`config.mk`:
```
export PLATFORM = sky130hd
export DESIGN_NAME = median_of_n_samples
export DESIGN_NICKNAME = d
export VERILOG_FILES = /design/src/mdn_pkg.sv /design/src/mdn_sample_ram.sv /design/src/mdn_cmp_unit.sv /design/src/mdn_seq.sv /design/src/median_of_n_samples.sv
export SDC_FILE = /design/constraint.sdc
export NUM_CORES = 1
export LEC_CHECK = 0
export CORE_ASPECT_RATIO = 1.5
export CORE_MARGIN = 2
export CORE_UTILIZATION = 63
export CTS_CLUSTER_SIZE = 30
export DETAILED_ROUTE_END_ITERATION = 10
export DONT_BUFFER_PORTS = 1
export PLACE_DENSITY = 0.87
export SLEW_MARGIN = 0
export SYNTH_ARGS = -nofsm -noshare
export SYNTH_HDL_FRONTEND = slang
export SYNTH_SLANG_ARGS = --single-unit
```
`constraint.sdc`:
```
create_clock -name clk -period 3.5 [get_ports clk]
set_clock_uncertainty 0.2 [all_clocks]
set_input_delay 0 -clock clk [delete_from_list [all_inputs] [get_ports clk]]
set_output_delay 0 -clock clk [all_outputs]
set_load 0.05 [all_outputs]
```
`src/mdn_pkg.sv`:
```
// mdn_pkg: shared types and constants for the batch median block.
// No dependencies; used by every module under src/.
package mdn_pkg;

  localparam int SAMPLE_W         = 12;
  localparam int DEF_SAMPLE_COUNT = 8;

  typedef logic [SAMPLE_W-1:0] sample_t;

  // Controls from the sequencer to the shared compare unit.
  typedef struct packed {
    logic load_cand;  // capture read data as the current candidate
    logic clr;        // clear the rank counters
    logic acc;        // compare read data against the candidate, count
  } cmp_ctrl_t;

  // Rank counts from the compare unit back to the sequencer.
  typedef struct packed {
    logic [6:0] lt_cnt;  // entries strictly below the candidate
    logic [6:0] le_cnt;  // entries at or below the candidate
  } cmp_stat_t;

endpackage

```
`src/mdn_sample_ram.sv`:
```
// mdn_sample_ram: batch buffer, one write port and one registered read port.
// Depends on mdn_pkg.
module mdn_sample_ram #(
  parameter int DEPTH = mdn_pkg::DEF_SAMPLE_COUNT,
  parameter int AW    = (DEPTH > 1) ? $clog2(DEPTH) : 1
) (
  input  logic            clk,
  input  logic            wr_en,
  input  logic [AW-1:0]   wr_addr,
  input  mdn_pkg::sample_t wr_data,
  input  logic [AW-1:0]   rd_addr,
  output mdn_pkg::sample_t rd_data
);
  import mdn_pkg::*;

  sample_t mem [DEPTH];
  sample_t rd_data_r;

  always_ff @(posedge clk) begin
    if (wr_en) begin
      mem[wr_addr] <= wr_data;
    end
    rd_data_r <= mem[rd_addr];
  end

  assign rd_data = rd_data_r;

endmodule

```
`src/mdn_cmp_unit.sv`:
```
// mdn_cmp_unit: shared comparator with candidate register and rank counters.
// Depends on mdn_pkg.
module mdn_cmp_unit #(
  parameter int SAMPLE_COUNT = mdn_pkg::DEF_SAMPLE_COUNT,
  parameter int CNTW         = $clog2(SAMPLE_COUNT + 1)
) (
  input  logic               clk,
  input  mdn_pkg::cmp_ctrl_t ctrl,
  input  mdn_pkg::sample_t   rd_data,
  output mdn_pkg::sample_t   cand,
  output mdn_pkg::cmp_stat_t stat
);
  import mdn_pkg::*;

  sample_t         cand_r;
  logic [CNTW-1:0] lt_cnt_r, lt_cnt_nxt;
  logic [CNTW-1:0] le_cnt_r, le_cnt_nxt;
  logic            is_lt, is_le;

  // One magnitude compare serves both counters.
  assign is_lt = rd_data < cand_r;
  assign is_le = is_lt || (rd_data == cand_r);

  always_comb begin
    lt_cnt_nxt = lt_cnt_r;
    le_cnt_nxt = le_cnt_r;
    if (ctrl.clr) begin
      lt_cnt_nxt = '0;
      le_cnt_nxt = '0;
    end else if (ctrl.acc) begin
      lt_cnt_nxt = lt_cnt_r + CNTW'(is_lt);
      le_cnt_nxt = le_cnt_r + CNTW'(is_le);
    end
  end

  always_ff @(posedge clk) begin
    if (ctrl.load_cand) begin
      cand_r <= rd_data;
    end
    lt_cnt_r <= lt_cnt_nxt;
    le_cnt_r <= le_cnt_nxt;
  end

  assign cand        = cand_r;
  assign stat.lt_cnt = 7'(lt_cnt_r);
  assign stat.le_cnt = 7'(le_cnt_r);

endmodule

```
`src/mdn_seq.sv`:
```
// mdn_seq: sequencer for sample collection, rank selection and result output.
// Depends on mdn_pkg; drives mdn_sample_ram and mdn_cmp_unit.
module mdn_seq #(
  parameter int SAMPLE_COUNT = mdn_pkg::DEF_SAMPLE_COUNT,
  parameter int AW           = (SAMPLE_COUNT > 1) ? $clog2(SAMPLE_COUNT) : 1
) (
  input  logic               clk,
  input  logic               rst_n,
  input  logic               in_valid,
  output logic               in_ready,
  output logic               out_valid,
  input  logic               out_ready,
  output mdn_pkg::sample_t   out_median,
  output logic               wr_en,
  output logic [AW-1:0]      wr_addr,
  output logic [AW-1:0]      rd_addr,
  output mdn_pkg::cmp_ctrl_t ctrl,
  input  mdn_pkg::sample_t   cand,
  input  mdn_pkg::cmp_stat_t stat
);
  import mdn_pkg::*;

  localparam logic [AW-1:0] LAST = AW'(SAMPLE_COUNT - 1);
  localparam logic [6:0]    KPOS = 7'(SAMPLE_COUNT / 2);

  typedef enum logic [2:0] {
    S_COLLECT, S_FETCH, S_CAND, S_SCAN, S_TAIL, S_CHECK
  } state_t;

  state_t        state_r, state_nxt;
  logic [AW-1:0] fill_r, fill_nxt;
  logic [AW-1:0] cand_idx_r, cand_idx_nxt;
  logic [AW-1:0] scan_idx_r, scan_idx_nxt;
  logic          out_valid_r, out_valid_nxt;
  sample_t       out_median_r, out_median_nxt;
  logic          in_xfer, hit;

  assign in_xfer = in_valid && in_ready;
  assign hit     = (stat.lt_cnt <= KPOS) && (stat.le_cnt > KPOS);

  assign in_ready   = (state_r == S_COLLECT);
  assign out_valid  = out_valid_r;
  assign out_median = out_median_r;
  assign wr_en      = in_xfer;
  assign wr_addr    = fill_r;
  assign rd_addr    = (state_r == S_FETCH) ? cand_idx_r : scan_idx_r;

  always_comb begin
    ctrl.load_cand = (state_r == S_CAND);
    ctrl.clr       = (state_r == S_CAND);
    // Read data arrives in the cycle after its address is issued.
    ctrl.acc       = ((state_r == S_SCAN) && (scan_idx_r != '0)) || (state_r == S_TAIL);
  end

  always_comb begin
    state_nxt      = state_r;
    fill_nxt       = fill_r;
    cand_idx_nxt   = cand_idx_r;
    scan_idx_nxt   = scan_idx_r;
    out_valid_nxt  = out_valid_r && !out_ready;
    out_median_nxt = out_median_r;
    unique case (state_r)
      S_COLLECT: begin
        if (in_xfer) begin
          if (fill_r == LAST) begin
            fill_nxt     = '0;
            cand_idx_nxt = '0;
            state_nxt    = S_FETCH;
          end else begin
            fill_nxt = fill_r + AW'(1);
          end
        end
      end
      S_FETCH: state_nxt = S_CAND;
      S_CAND: begin
        scan_idx_nxt = '0;
        state_nxt    = S_SCAN;
      end
      S_SCAN: begin
        if (scan_idx_r == LAST) begin
          state_nxt = S_TAIL;
        end else begin
          scan_idx_nxt = scan_idx_r + AW'(1);
        end
      end
      S_TAIL: state_nxt = S_CHECK;
      S_CHECK: begin
        if (hit) begin
          // Hold until the result register is free.
          if (!out_valid_r || out_ready) begin
            out_valid_nxt  = 1'b1;
            out_median_nxt = cand;
            state_nxt      = S_COLLECT;
          end
        end else begin
          cand_idx_nxt = cand_idx_r + AW'(1);
          state_nxt    = S_FETCH;
        end
      end
      default: state_nxt = S_COLLECT;
    endcase
  end

  always_ff @(posedge clk) begin
    if (!rst_n) begin
      state_r     <= S_COLLECT;
      fill_r      <= '0;
      cand_idx_r  <= '0;
      scan_idx_r  <= '0;
      out_valid_r <= 1'b0;
    end else begin
      state_r     <= state_nxt;
      fill_r      <= fill_nxt;
      cand_idx_r  <= cand_idx_nxt;
      scan_idx_r  <= scan_idx_nxt;
      out_valid_r <= out_valid_nxt;
    end
    out_median_r <= out_median_nxt;
  end

  // The batch always holds the element of rank N/2, so the scan never runs past it.
  a_cand_in_range: assert property (@(posedge clk) disable iff (!rst_n)
    cand_idx_r <= LAST)
    else $error("candidate index past end of batch");

  a_fill_in_range: assert property (@(posedge clk) disable iff (!rst_n)
    fill_r <= LAST)
    else $error("fill count past end of batch");

  a_last_starts_sort: assert property (@(posedge clk) disable iff (!rst_n)
    (in_xfer && fill_r == LAST) |=> (state_r == S_FETCH && cand_idx_r == '0))
    else $error("completed batch did not start selection");

  a_result_has_rank: assert property (@(posedge clk) disable iff (!rst_n)
    $rose(out_valid_r) |-> $past(hit && state_r == S_CHECK))
    else $error("result issued without rank match");

endmodule

```
`src/median_of_n_samples.sv`:
```
// median_of_n_samples: top level of the batch median block.
// Depends on mdn_pkg, mdn_sample_ram, mdn_cmp_unit and mdn_seq.
//
// Collects SAMPLE_COUNT 12-bit converter samples per batch and, once the
// last sample of a batch is taken, returns one transaction holding the batch
// element of sorted rank SAMPLE_COUNT/2 (the upper median for even counts).
// Partial batches return nothing, and the next sample after a full batch
// starts a fresh one. Samples of a batch are accepted one per cycle. After
// the last one, a single comparator ranks each stored entry in turn against
// the whole batch, streaming the buffer through its one read port: every
// candidate is fetched, loaded, scanned against every entry and checked, and
// the search stops at the first entry whose rank covers SAMPLE_COUNT/2.
// in_ready is low during selection. The result sits in an output register,
// so collection of the next batch continues while it waits to be taken;
// selection only stalls if the previous result is still held.
module median_of_n_samples #(
  parameter int SAMPLE_COUNT = mdn_pkg::DEF_SAMPLE_COUNT
) (
  input  logic             clk,
  input  logic             rst_n,
  input  logic             in_valid,
  output logic             in_ready,
  input  mdn_pkg::sample_t in_sample,
  output logic             out_valid,
  input  logic             out_ready,
  output mdn_pkg::sample_t out_median
);
  import mdn_pkg::*;

  localparam int AW = (SAMPLE_COUNT > 1) ? $clog2(SAMPLE_COUNT) : 1;

  logic          wr_en;
  logic [AW-1:0] wr_addr;
  logic [AW-1:0] rd_addr;
  sample_t       rd_data;
  sample_t       cand;
  cmp_ctrl_t     ctrl;
  cmp_stat_t     stat;

  // Batch buffer: written while collecting, streamed out during selection.
  mdn_sample_ram #(
    .DEPTH (SAMPLE_COUNT),
    .AW    (AW)
  ) u_ram (
    .clk     (clk),
    .wr_en   (wr_en),
    .wr_addr (wr_addr),
    .wr_data (in_sample),
    .rd_addr (rd_addr),
    .rd_data (rd_data)
  );

  // Shared comparator: counts entries below and at the current candidate.
  mdn_cmp_unit #(
    .SAMPLE_COUNT (SAMPLE_COUNT)
  ) u_cmp (
    .clk     (clk),
    .ctrl    (ctrl),
    .rd_data (rd_data),
    .cand    (cand),
    .stat    (stat)
  );

  // Sequencer: fill count, candidate and scan indices, result register.
  mdn_seq #(
    .SAMPLE_COUNT (SAMPLE_COUNT),
    .AW           (AW)
  ) u_seq (
    .clk        (clk),
    .rst_n      (rst_n),
    .in_valid   (in_valid),
    .in_ready   (in_ready),
    .out_valid  (out_valid),
    .out_ready  (out_ready),
    .out_median (out_median),
    .wr_en      (wr_en),
    .wr_addr    (wr_addr),
    .rd_addr    (rd_addr),
    .ctrl       (ctrl),
    .cand       (cand),
    .stat       (stat)
  );

endmodule

```
==> results of run 1 <==
==> per-layer routing <==
layer	up-vias	part of all wire
li1	1713	-
met1	1831	0.39
met2	114	0.55
met3	26	0.038
met4	0	0.023
met5	-	0
==> cells in the final DEF (no fill, tap or decap), drive strengths merged, types with 5 or more instances in the layout <==
| cell type | synthesis | final |
|---|---|---|
| a21o | 12 | 12 |
| a21oi | 32 | 32 |
| a221oi | 13 | 13 |
| a32oi | 12 | 12 |
| buf | 14 | 13 |
| clkbuf | 8 | 20 |
| clkinv | 0 | 8 |
| dfxtp | 33 | 33 |
| dlygate4sd3 | 0 | 15 |
| edfxtp | 120 | 120 |
| ha | 22 | 22 |
| inv | 15 | 17 |
| mux2i | 19 | 19 |
| nand2 | 65 | 65 |
| nand2b | 5 | 5 |
| nand4 | 5 | 5 |
| nor2 | 19 | 19 |
| nor2b | 8 | 8 |
| nor3 | 7 | 7 |
==> registers in the layout, indices dropped and copies added (netlist names) <==
register and count:
u_ram.mem 96, u_cmp.cand 12, u_ram.rd_data 12, u_seq.out_median 12
u_cmp.le_cnt_r 4, u_cmp.lt_cnt_r 4, u_seq.cand_idx_r 3, u_seq.scan_idx_r 3
u_seq.state_r 3, u_seq.wr_addr 3, u_seq.out_valid 1
==> cells by family (layout without fill, tap and decap cells) <==
kind of cell               after synthesis  count (layout)
muxes                                   21              21
AOI/OAI and AO/OA                       86              86
DFF                                    153             153
xor gates and xnor gates                 5               5
and+or+nand+nor                        123             123
adders and majority gates               22              22
buffers and inverters                   37              75
==> power breakdown <==
| group | internal [mW] | total, mW | switching [mW] | leakage, nW |
|---|---|---|---|---|
| clock network | 1.01 | 1.70 | 0.692 | 0.273 |
| logic | 0.317 | 0.774 | 0.457 | 0.868 |
| registers | 2.21 | 2.37 | 0.156 | 1.36 |
| total | 3.54 | 4.84 | 1.31 | 2.50 |
==> metrics by stage <==
step	power [mW]	instance area [um2]	utilization	hold WS (ns)	setup WS, ns
finish	4.84	7050	0.732	0.185	0.589
global route	5.03	7050	0.732	0.198	0.423
CTS	4.86	7050	0.732	0.171	0.567
detailed placement	3.13	6340	0.658	-0.101	0.665
global placement	3.06	6340	0.658	-0.101	0.870
floorplan	2.91	6230	-	-0.101	0.855
==> worst register-to-register path: cells and delay by family (launching register included) <==
kind                       cells  cell delay, ns
AOI/OAI and AO/OA              4            1.11
adders and majority gates      3            0.65
muxes                          1            0.16
and+or+nand+nor                2            0.20
buffers and inverters          1            0.08
DFF                            1            0.40
==> timing repair <==
action,CTS,global route
resized for setup,0,0
hold buffers,15,0
endpoints found under the hold margin,109,0
==> cell type report <==
class | instances | share of cell area
flip-flops and latches | 153 | 0.605
multi-input cells | 257 | 0.253
clock buffers | 20 | 0.0648
repair buffers | 28 | 0.0352
well taps | 115 | 0.0204
clock inverters | 12 | 0.0140
inverters | 15 | 0.00799
==> synthesized netlist by cell type (3+ instances only) <==
library cell | n | area [um2]
a21o_1 | 12 | 90.1
a21oi_1 | 32 | 160
a221oi_1 | 5 | 43.8
a221oi_2 | 8 | 120
a32oi_1 | 12 | 105
buf_2 | 4 | 20.0
buf_4 | 3 | 22.5
buf_6 | 7 | 78.8
clkbuf_1 | 8 | 30.0
dfxtp_1 | 33 | 661
edfxtp_1 | 120 | 3600
ha_1 | 22 | 275
inv_1 | 15 | 56.3
mux2i_1 | 18 | 180
nand2_1 | 65 | 244
nand2b_1 | 5 | 31.3
nand3_1 | 3 | 15.0
nand4_1 | 5 | 31.3
nor2_1 | 19 | 71.3
nor2b_1 | 8 | 50.1
nor3_1 | 7 | 35.0
nor3b_1 | 3 | 22.5
o21a_1 | 3 | 22.5
xor2_1 | 3 | 26.3
==> final timing paths <==
path	startpoint	to	slack (ns)	cells after the start
max reg2reg	u_cmp.cand[1]	u_cmp.le_cnt_r[1]	0.59	11
min reg2reg	u_ram.rd_data[8]	u_cmp.cand[8]	0.25	0
max	u_cmp.cand[1]	u_cmp.le_cnt_r[1]	0.59	11
min	in_sample[0]	u_ram.mem[7][0]	0.19	1
==> flow_summary.json, run 1 <==
{
  "crit_top_cell": "ha_1",
  "min_period_over_period": 0.832,
  "p_leak_nw": 2.50,
  "routedWlPerCell_um": 19.6,
  "drive_gt1_frac": 0.118,
  "worst_pin_slew_ns": 0.657,
  "cp_top_family": "compound AO/OA/AOI/OAI gates",
  "relSlewSlack": 0.550,
  "multiInputGateArea_mm2": 0.00178,
  "fmax_mhz": 344,
  "place_inst": 553,
  "clockRootBuffer": "clkbuf_16",
  "grt_util_all_layers": 0.236,
  "path_cells": "inv_1 > ha_1 > nor2b_1 > o211ai_1 > a21oi_1 > a2111oi_0 > a21bo_2 > ha_1 > ha_1 > mux2i_1 > nor2_1",
  "synth_mux_area_frac": 0.0373,
  "cts_tree": "yes",
  "dp_hpwl_mm": 6.98,
  "synthArstFlopShare": 0,
  "synth-seq-area-share": 0.684,
  "power_density_mw_per_mm2": 687,
  "setup_viol": 0,
  "worst-path-buf-inv": 1,
  "die_y_um": 126,
  "drc": 0,
  "syn-cell-area_mm2": 0.00623,
  "yosysWarnings": 0,
  "grt_util_met3": 0.0682,
  "rsz0062_at_grt": "false",
  "drtAntennaViolNets": 0,
  "ctsHtreeMaxLevel": 4,
  "antenna_found_initial": 0,
  "syn_to_final_growth_pct": 13.1,
  "met2_usage": 0.405,
  "syn_avg_cell_area_um2": 13.9,
  "layout.nets": 510,
  "crit_arrival_ns": 3.01,
  "avgViaCountPerCell": 6.14,
  "wirelength_mm": 11.7,
  "cap_violations": 0,
  "clock-sinks": 153,
  "synth_top_family_by_area": "compound AO/OA/AOI/OAI gates",
  "grtUsageMet1": 0.265,
  "post_cts_buffers": 0,
  "io_pins": 30,
  "core-area_mm2": 0.00963,
  "slew_violations": 0,
  "clk-insertion-delay-late_ns": 0.42,
  "die-area_mm2": 0.0107,
  "firstDrtPassIters": 5,
  "grt_pass1_vias": 3825,
  "syn_inst": 447,
  "required_ns": 3.60,
  "numCtsBuffers": 17,
  "grt_busiest_layer": "met2",
  "clk_pin_slew_ns": 0.06,
  "fin_crit_ns": 2.91,
  "peakVddDrop_mv": 0.573,
  "port_buffers": 0,
  "synth-xor-area-share": 0.00703,
  "grt_pass1_wl_mm": 19.0,
  "crit_type": "flip-flop to flip-flop",
  "row_count": 44,
  "slowest_stage": "a2111oi_0",
  "cts_buffer_depth": 2,
  "synth_edf_count": 120,
  "synthAdderAreaFrac": 0.0442,
  "status": "complete, no violations",
  "die_w_um": 85.2,
  "yosys.area_share.simple": 0.0899,
  "overflow": 0,
  "synth-main-ff-cell": "edfxtp_1",
  "fillCellCount": 562,
  "vias": 3684,
  "gp_congestion": 0.788,
  "crit_fanout": 2,
  "drtIter0Drc": 258,
  "fin_tns_setup_ns": 0,
  "layoutNonFillerInstCount": 600,
  "synth.distinct_cells": 44,
  "regArea_mm2": 0.00426,
  "synth_fp_nets": 485,
  "cp-start-kind": "flip-flop",
  "hold_viol": 0,
  "antenna_cells": 0,
  "critPathCaptureType": "flip-flop",
  "start_util": 0.647,
  "cp_slowest_stage_delay_ns": 0.62,
  "hold_path.class": "input port to flip-flop",
  "grt_max_degree": 49,
  "synth.ff_latch_count": 153,
  "synth_compound_area_frac": 0.104
}
No activity file was read; power rests on OpenSTA's default activity.
==> run 2: changes to the inputs <==
- CORE_UTILIZATION: 63 -> 57
- PLACE_DENSITY: 0.87 -> 0.83
- clock period: 3.5 -> 2.65 ns (I/O delays scaled with it)
==> run 2 against run 1 <==
Effect of this change: register-to-register slack lost 0.42 ns; non-clock buffer count increased by 7; combinational power rose by 46%; fmax up 17%; final area up 0.73%; clock power grew 20%; sequential cell count is the same; total power rose by 29%; sequential share of layout area fell by 0.44 points; largest cell class unchanged; largest power group unchanged; highest routed layer unchanged.
==> flow_summary.json, run 2 (synthesis gave the netlist of run 1 again) <==
{
  "avgViaCountPerCell": 5.73,
  "crit_arrival_ns": 2.59,
  "min_period_over_period": 0.936,
  "hold_path.class": "input port to flip-flop",
  "layoutNonFillerInstCount": 636,
  "syn_to_final_growth_pct": 13.9,
  "drive_gt1_frac": 0.122,
  "numCtsBuffers": 17,
  "power_density_mw_per_mm2": 878,
  "drtAntennaViolNets": 0,
  "routedWlPerCell_um": 18.0,
  "fin_tns_setup_ns": 0,
  "clock-sinks": 153,
  "cts_buffer_depth": 2,
  "p_sw_mw": 1.67,
  "firstDrtPassIters": 4,
  "gp_congestion": 0.842,
  "ctsHtreeMaxLevel": 4,
  "slowest_stage": "edfxtp_1",
  "worst_pin_slew_ns": 0.687,
  "final_common_cell": "edfxtp_1",
  "antenna_cells": 0,
  "regMostFlops": "u_ram.mem",
  "critPathCaptureType": "flip-flop",
  "row_count": 46,
  "final_cell_mix": "edfxtp_1 (120), nand2_1 (65), dfxtp_1 (33)",
  "grt_pass1_wl_mm": 18.3,
  "rsz0062_at_grt": "true",
  "grt_util_all_layers": 0.208,
  "multiInputGateArea_mm2": 0.00179,
  "power.share.clock": 0.327,
  "path_cells": "inv_1 > ha_1 > nor2b_1 > o211ai_1 > a21oi_1 > a2111oi_2 > buf_4 > o21a_1 > ha_1 > ha_1 > mux2i_1 > nor2_1",
  "p_seq_frac": 0.492,
  "die_w_um": 89.4,
  "cp_slowest_stage_delay_ns": 0.39,
  "worst-path-buf-inv": 2,
  "overflow": 0,
  "largest_register_ffs": 96,
  "port_buffers": 0,
  "cap_violations": 0,
  "relSlewSlack": 0.536,
  "crit_top_cell": "ha_1",
  "die-area_mm2": 0.0118,
  "dp_hpwl_mm": 6.98,
  "combPwrFrac": 0.181,
  "vias": 3644,
  "clk_pin_slew_ns": 0.06,
  "grt_pass1_vias": 3750,
  "clockRootBuffer": "clkbuf_16",
  "intPower_mw": 4.56,
  "cts_tree": "yes",
  "hold_viol": 0,
  "crit_type": "flip-flop to flip-flop",
  "utilization": 0.670,
  "cp-start-kind": "flip-flop",
  "fmax_mhz": 403,
  "sw_frac_of_total": 0.268,
  "drc": 0,
  "io_pins": 30,
  "fillCellCount": 734,
  "layout.nets": 517,
  "antenna_found_initial": 0,
  "grt_max_degree": 49,
  "die_y_um": 132,
  "setup_viol": 0,
  "crit_fanout": 2,
  "clk-insertion-delay-late_ns": 0.42,
  "fin_crit_ns": 2.48,
  "core-area_mm2": 0.0106,
  "regArea_mm2": 0.00426,
  "place_inst": 587,
  "start_util": 0.588,
  "required_ns": 2.76,
  "holdWs_ns": 0.188,
  "p_leak_nw": 2.52,
  "status": "complete, no violations",
  "drtIter0Drc": 280,
  "cp_top_family": "adder cells",
  "slew_violations": 0,
  "peakVddDrop_mv": 0.477,
  "wirelength_mm": 11.4
}
[run 2: cell count changes in the layout (fill, tap and decap cells not counted), sizes merged]
cell,before,now
buf,13,19
bufinv,1,0
clkbuf,20,21
clkinv,8,9
dlygate4sd3,15,16
inv,17,16
[run 2: path summary, 6_finish.rpt]
path / slack (ns) / startpoint / endpoint / cells after the start
setup / recovery: 0.17 / u_cmp.cand[1] / u_cmp.lt_cnt_r[1] / 12
setup reg to reg: 0.17 / u_cmp.cand[1] / u_cmp.lt_cnt_r[1] / 12
hold reg to reg: 0.25 / u_ram.rd_data[7] / u_cmp.cand[7] / 0
hold / removal: 0.19 / out_ready / u_seq.state_r[2] / 4
[run 2: what timing repair did]
item	in CTS	in global routing
setup endpoints to repair	1	4
pin swaps	1	0
endpoints found under the hold margin	109	0
gates resized for setup	1	1
setup buffers	0	1
hold buffers	16	0
[run 2: area by class of cell]
| cell class | count | share of cell area |
|---|---|---|
| multi-input cells | 257 | 0.252 |
| repair buffers | 35 | 0.0444 |
| well taps | 144 | 0.0254 |
| flip-flops and latches | 153 | 0.601 |
| clock buffers | 21 | 0.0620 |
| inverters | 15 | 0.00793 |
| clock inverters | 11 | 0.00793 |
[run 2: stage by stage]
step	cell area (um2)	total power [mW]	worst slack [ns]
2_1_floorplan	6230	3.85	0.00467
3_3_place_gp	6430	4.10	0.0917
3_5_place_dp	6430	4.18	0.0137
4_1_cts	7090	6.24	0.0826
5_1_grt	7100	6.50	-0.00331
6_report	7100	6.23	0.171
[run 2: worst register-to-register path: stages, from the launching register on]
cell and delay [ns]:
edfxtp_1 0.39, inv_1 0.08, ha_1 0.24, nor2b_1 0.13
o211ai_1 0.15, a21oi_1 0.10, a2111oi_2 0.21, buf_4 0.17
o21a_1 0.10, ha_1 0.17, ha_1 0.23, mux2i_1 0.15
nor2_1 0.07
[run 2: metal layers]
layer	vias to the layer above	track usage	routed length, um
li1	1729	-	-
met1	1801	0.246	4470
met2	101	0.344	6350
met3	13	0.0614	412
met4	0	0.0904	201
met5	-	0	0
[run 2: power by group through the flow]
stage	clock [mW]	sequential, mW	combinational [mW]
floorplan	0	3.07	0.780
global placement	0	3.09	1.01
detailed placement	0	3.11	1.07
CTS	2.06	3.07	1.12
global route	2.15	3.10	1.25
finish	2.04	3.07	1.13
==> run 3: changes to the inputs <==
- GPL_TIMING_DRIVEN: default -> 0
==> run 3 against run 2 <==
Effect of this change: register-to-register slack got worse by 0.27 ns; worst hold slack got worse by 0.040 ns; critical path depth did not move; first-iteration DRC count decreased by 7.9%; clock power grew 7%; sequential power about the same; via count rose by 4.9%; total power grew 5.6%; the run now ends with setup timing left; cell count grew 1.1%.
==> flow_summary.json, run 3 (synthesis gave the netlist of run 1 again) <==
{
  "p_leak_nw": 2.54,
  "overflow": 0,
  "required_ns": 2.71,
  "hold_path.class": "input port to flip-flop",
  "r2r_cells": 12,
  "met1_length_mm": 4.96,
  "crit_type": "flip-flop to flip-flop",
  "met3_length_um": 560,
  "fin_crit_ns": 2.75,
  "crit_fanout": 2,
  "largest_register_ffs": 96,
  "min_period_over_period": 1.04,
  "hold_viol": 0,
  "met2WireLength_mm": 7.50,
  "fillCellCount": 692,
  "fmax_mhz": 363,
  "holdWs_ns": 0.148,
  "r2r-end": "u_cmp.lt_cnt_r[2]",
  "antenna_found_initial": 0,
  "die_w_um": 89.4,
  "utilization": 0.691,
  "clockRootBuffer": "clkbuf_16",
  "fin_ws_ns": -0.102,
  "clock-sinks": 153,
  "final_common_cell": "edfxtp_1",
  "die_y_um": 132,
  "drive_gt1_frac": 0.154,
  "cp-start-kind": "flip-flop",
  "grt_pass1_vias": 3938,
  "io_pins": 30,
  "r2r-start": "u_cmp.cand[1]",
  "ctsHtreeMaxLevel": 4,
  "violations": "setup timing",
  "drtAntennaViolNets": 0,
  "routedWlPerCell_um": 20.7,
  "clk_pin_slew_ns": 0.06,
  "status": "finished, violations left",
  "row_count": 46,
  "avgViaCountPerCell": 5.95,
  "firstDrtPassIters": 5,
  "grt_max_degree": 22,
  "fin_tns_setup_ns": -0.239,
  "top_layer": "met4",
  "numCtsBuffers": 17,
  "die-area_mm2": 0.0118,
  "wirelength_mm": 13.3,
  "vias": 3824,
  "relSlewSlack": 0.299,
  "cts_buffer_depth": 2,
  "drtIter0Drc": 258,
  "grt_pass1_wl_mm": 20.3,
  "setup_viol": 4,
  "slew_violations": 0,
  "regMostFlops": "u_ram.mem",
  "dp_hpwl_mm": 8.26,
  "min_path_cells": 2,
  "gp_congestion": 0.824,
  "drc": 0,
  "grt_util_all_layers": 0.231,
  "clk-insertion-delay-late_ns": 0.41,
  "layout.nets": 524,
  "peakVddDrop_mv": 0.575,
  "final_cell_mix": "edfxtp_1 (120), nand2_1 (64), dfxtp_1 (33)",
  "cts_tree": "yes",
  "worst_pin_slew_ns": 1.05,
  "reg2reg_slack_ns": -0.10,
  "final_area_mm2": 0.00732,
  "core-area_mm2": 0.0106,
  "syn_to_final_growth_pct": 17.4,
  "port_buffers": 0,
  "critPathCaptureType": "flip-flop",
  "cap_violations": 0,
  "power_density_mw_per_mm2": 899,
  "start_util": 0.588,
  "place_area_mm2": 0.00646,
  "crit_arrival_ns": 2.81,
  "rsz0062_at_grt": "true",
  "antenna_cells": 0,
  "hold_start": "rst_n",
  "holdPathEnd": "u_seq.state_r[1]"
}
[run 3: changes by cell type in the layout (fill, tap and decap cells not counted), sizes merged]
cell	change
clkinv	-3
bufinv	+1
clkbuf	+10
buf	-1
clkinvlp	+1
inv	-1
[run 3: what timing repair did]
action / 4_1_cts / 5_1_grt
endpoints found under the hold margin: 112 / 0
buffers inserted: 0 / 1
pin swaps: 1 / 5
resized for setup: 8 / 25
hold buffers: 16 / 0
setup endpoints to repair: 87 / 105
gates cloned: 0 / 0
[run 3: area by class of cell]
class	count	area [um2]	area share
Buffer	22	153	0.0209
Clock buffer	23	448	0.0612
Clock inverter	9	76.3	0.0104
Inverter	15	56.3	0.00769
Multi-Input combinational cell	257	1940	0.266
Sequential cell	153	4260	0.583
Tap cell	144	180	0.0246
Timing Repair Buffer	20	198	0.0270
[run 3: power by group]
| part | total, mW | leakage (nW) | internal (mW) | switching (mW) |
|---|---|---|---|---|
| Sequential | 3.08 | 1.36 | 2.92 | 0.163 |
| Combinational | 1.31 | 0.935 | 0.533 | 0.781 |
| Clock | 2.18 | 0.250 | 1.28 | 0.901 |
| Total | 6.58 | 2.54 | 4.73 | 1.85 |
[run 3: worst max-delay path by stage]
stage / start / endpoint / slack, ns
finish: u_cmp.cand[1] / u_cmp.lt_cnt_r[2] / -0.10
global route: u_cmp.cand[1] / u_cmp.lt_cnt_r[2] / -0.18
CTS: u_seq.state_r[2] / u_ram.mem[7][5] / -0.09
detailed placement: u_seq.state_r[2] / u_ram.mem[7][8] / -0.38
global placement: u_seq.state_r[2] / u_ram.mem[0][5] / -0.84
floorplan: u_seq.state_r[2] / u_ram.mem[1][0] / 0.005
[run 3: critical path, stage by stage, from the launching register on]
cell	delay, ns
edfxtp_1	0.41
inv_2	0.09
ha_4	0.20
nor2b_4	0.12
o211ai_1	0.28
a21oi_2	0.13
a2111oi_4	0.35
o21a_1	0.20
ha_2	0.21
ha_4	0.12
nand2_1	0.06
xor2_1	0.16
nor2_1	0.06
[run 3: through the flow]
stage	power (mW)	setup slack, ns	std cells
global route	6.82	-0.178	643
detailed placement	4.15	-0.378	594
CTS	6.38	-0.0939	642
global placement	4.04	-0.836	591
floorplan	3.85	0.00467	447
finish	6.58	-0.102	643
[run 3: metal layers]
layer,track usage,vias to the layer above
li1,-,1750
met1,0.255,1893
met2,0.417,156
met3,0.0582,25
met4,0.0813,0
met5,0,-
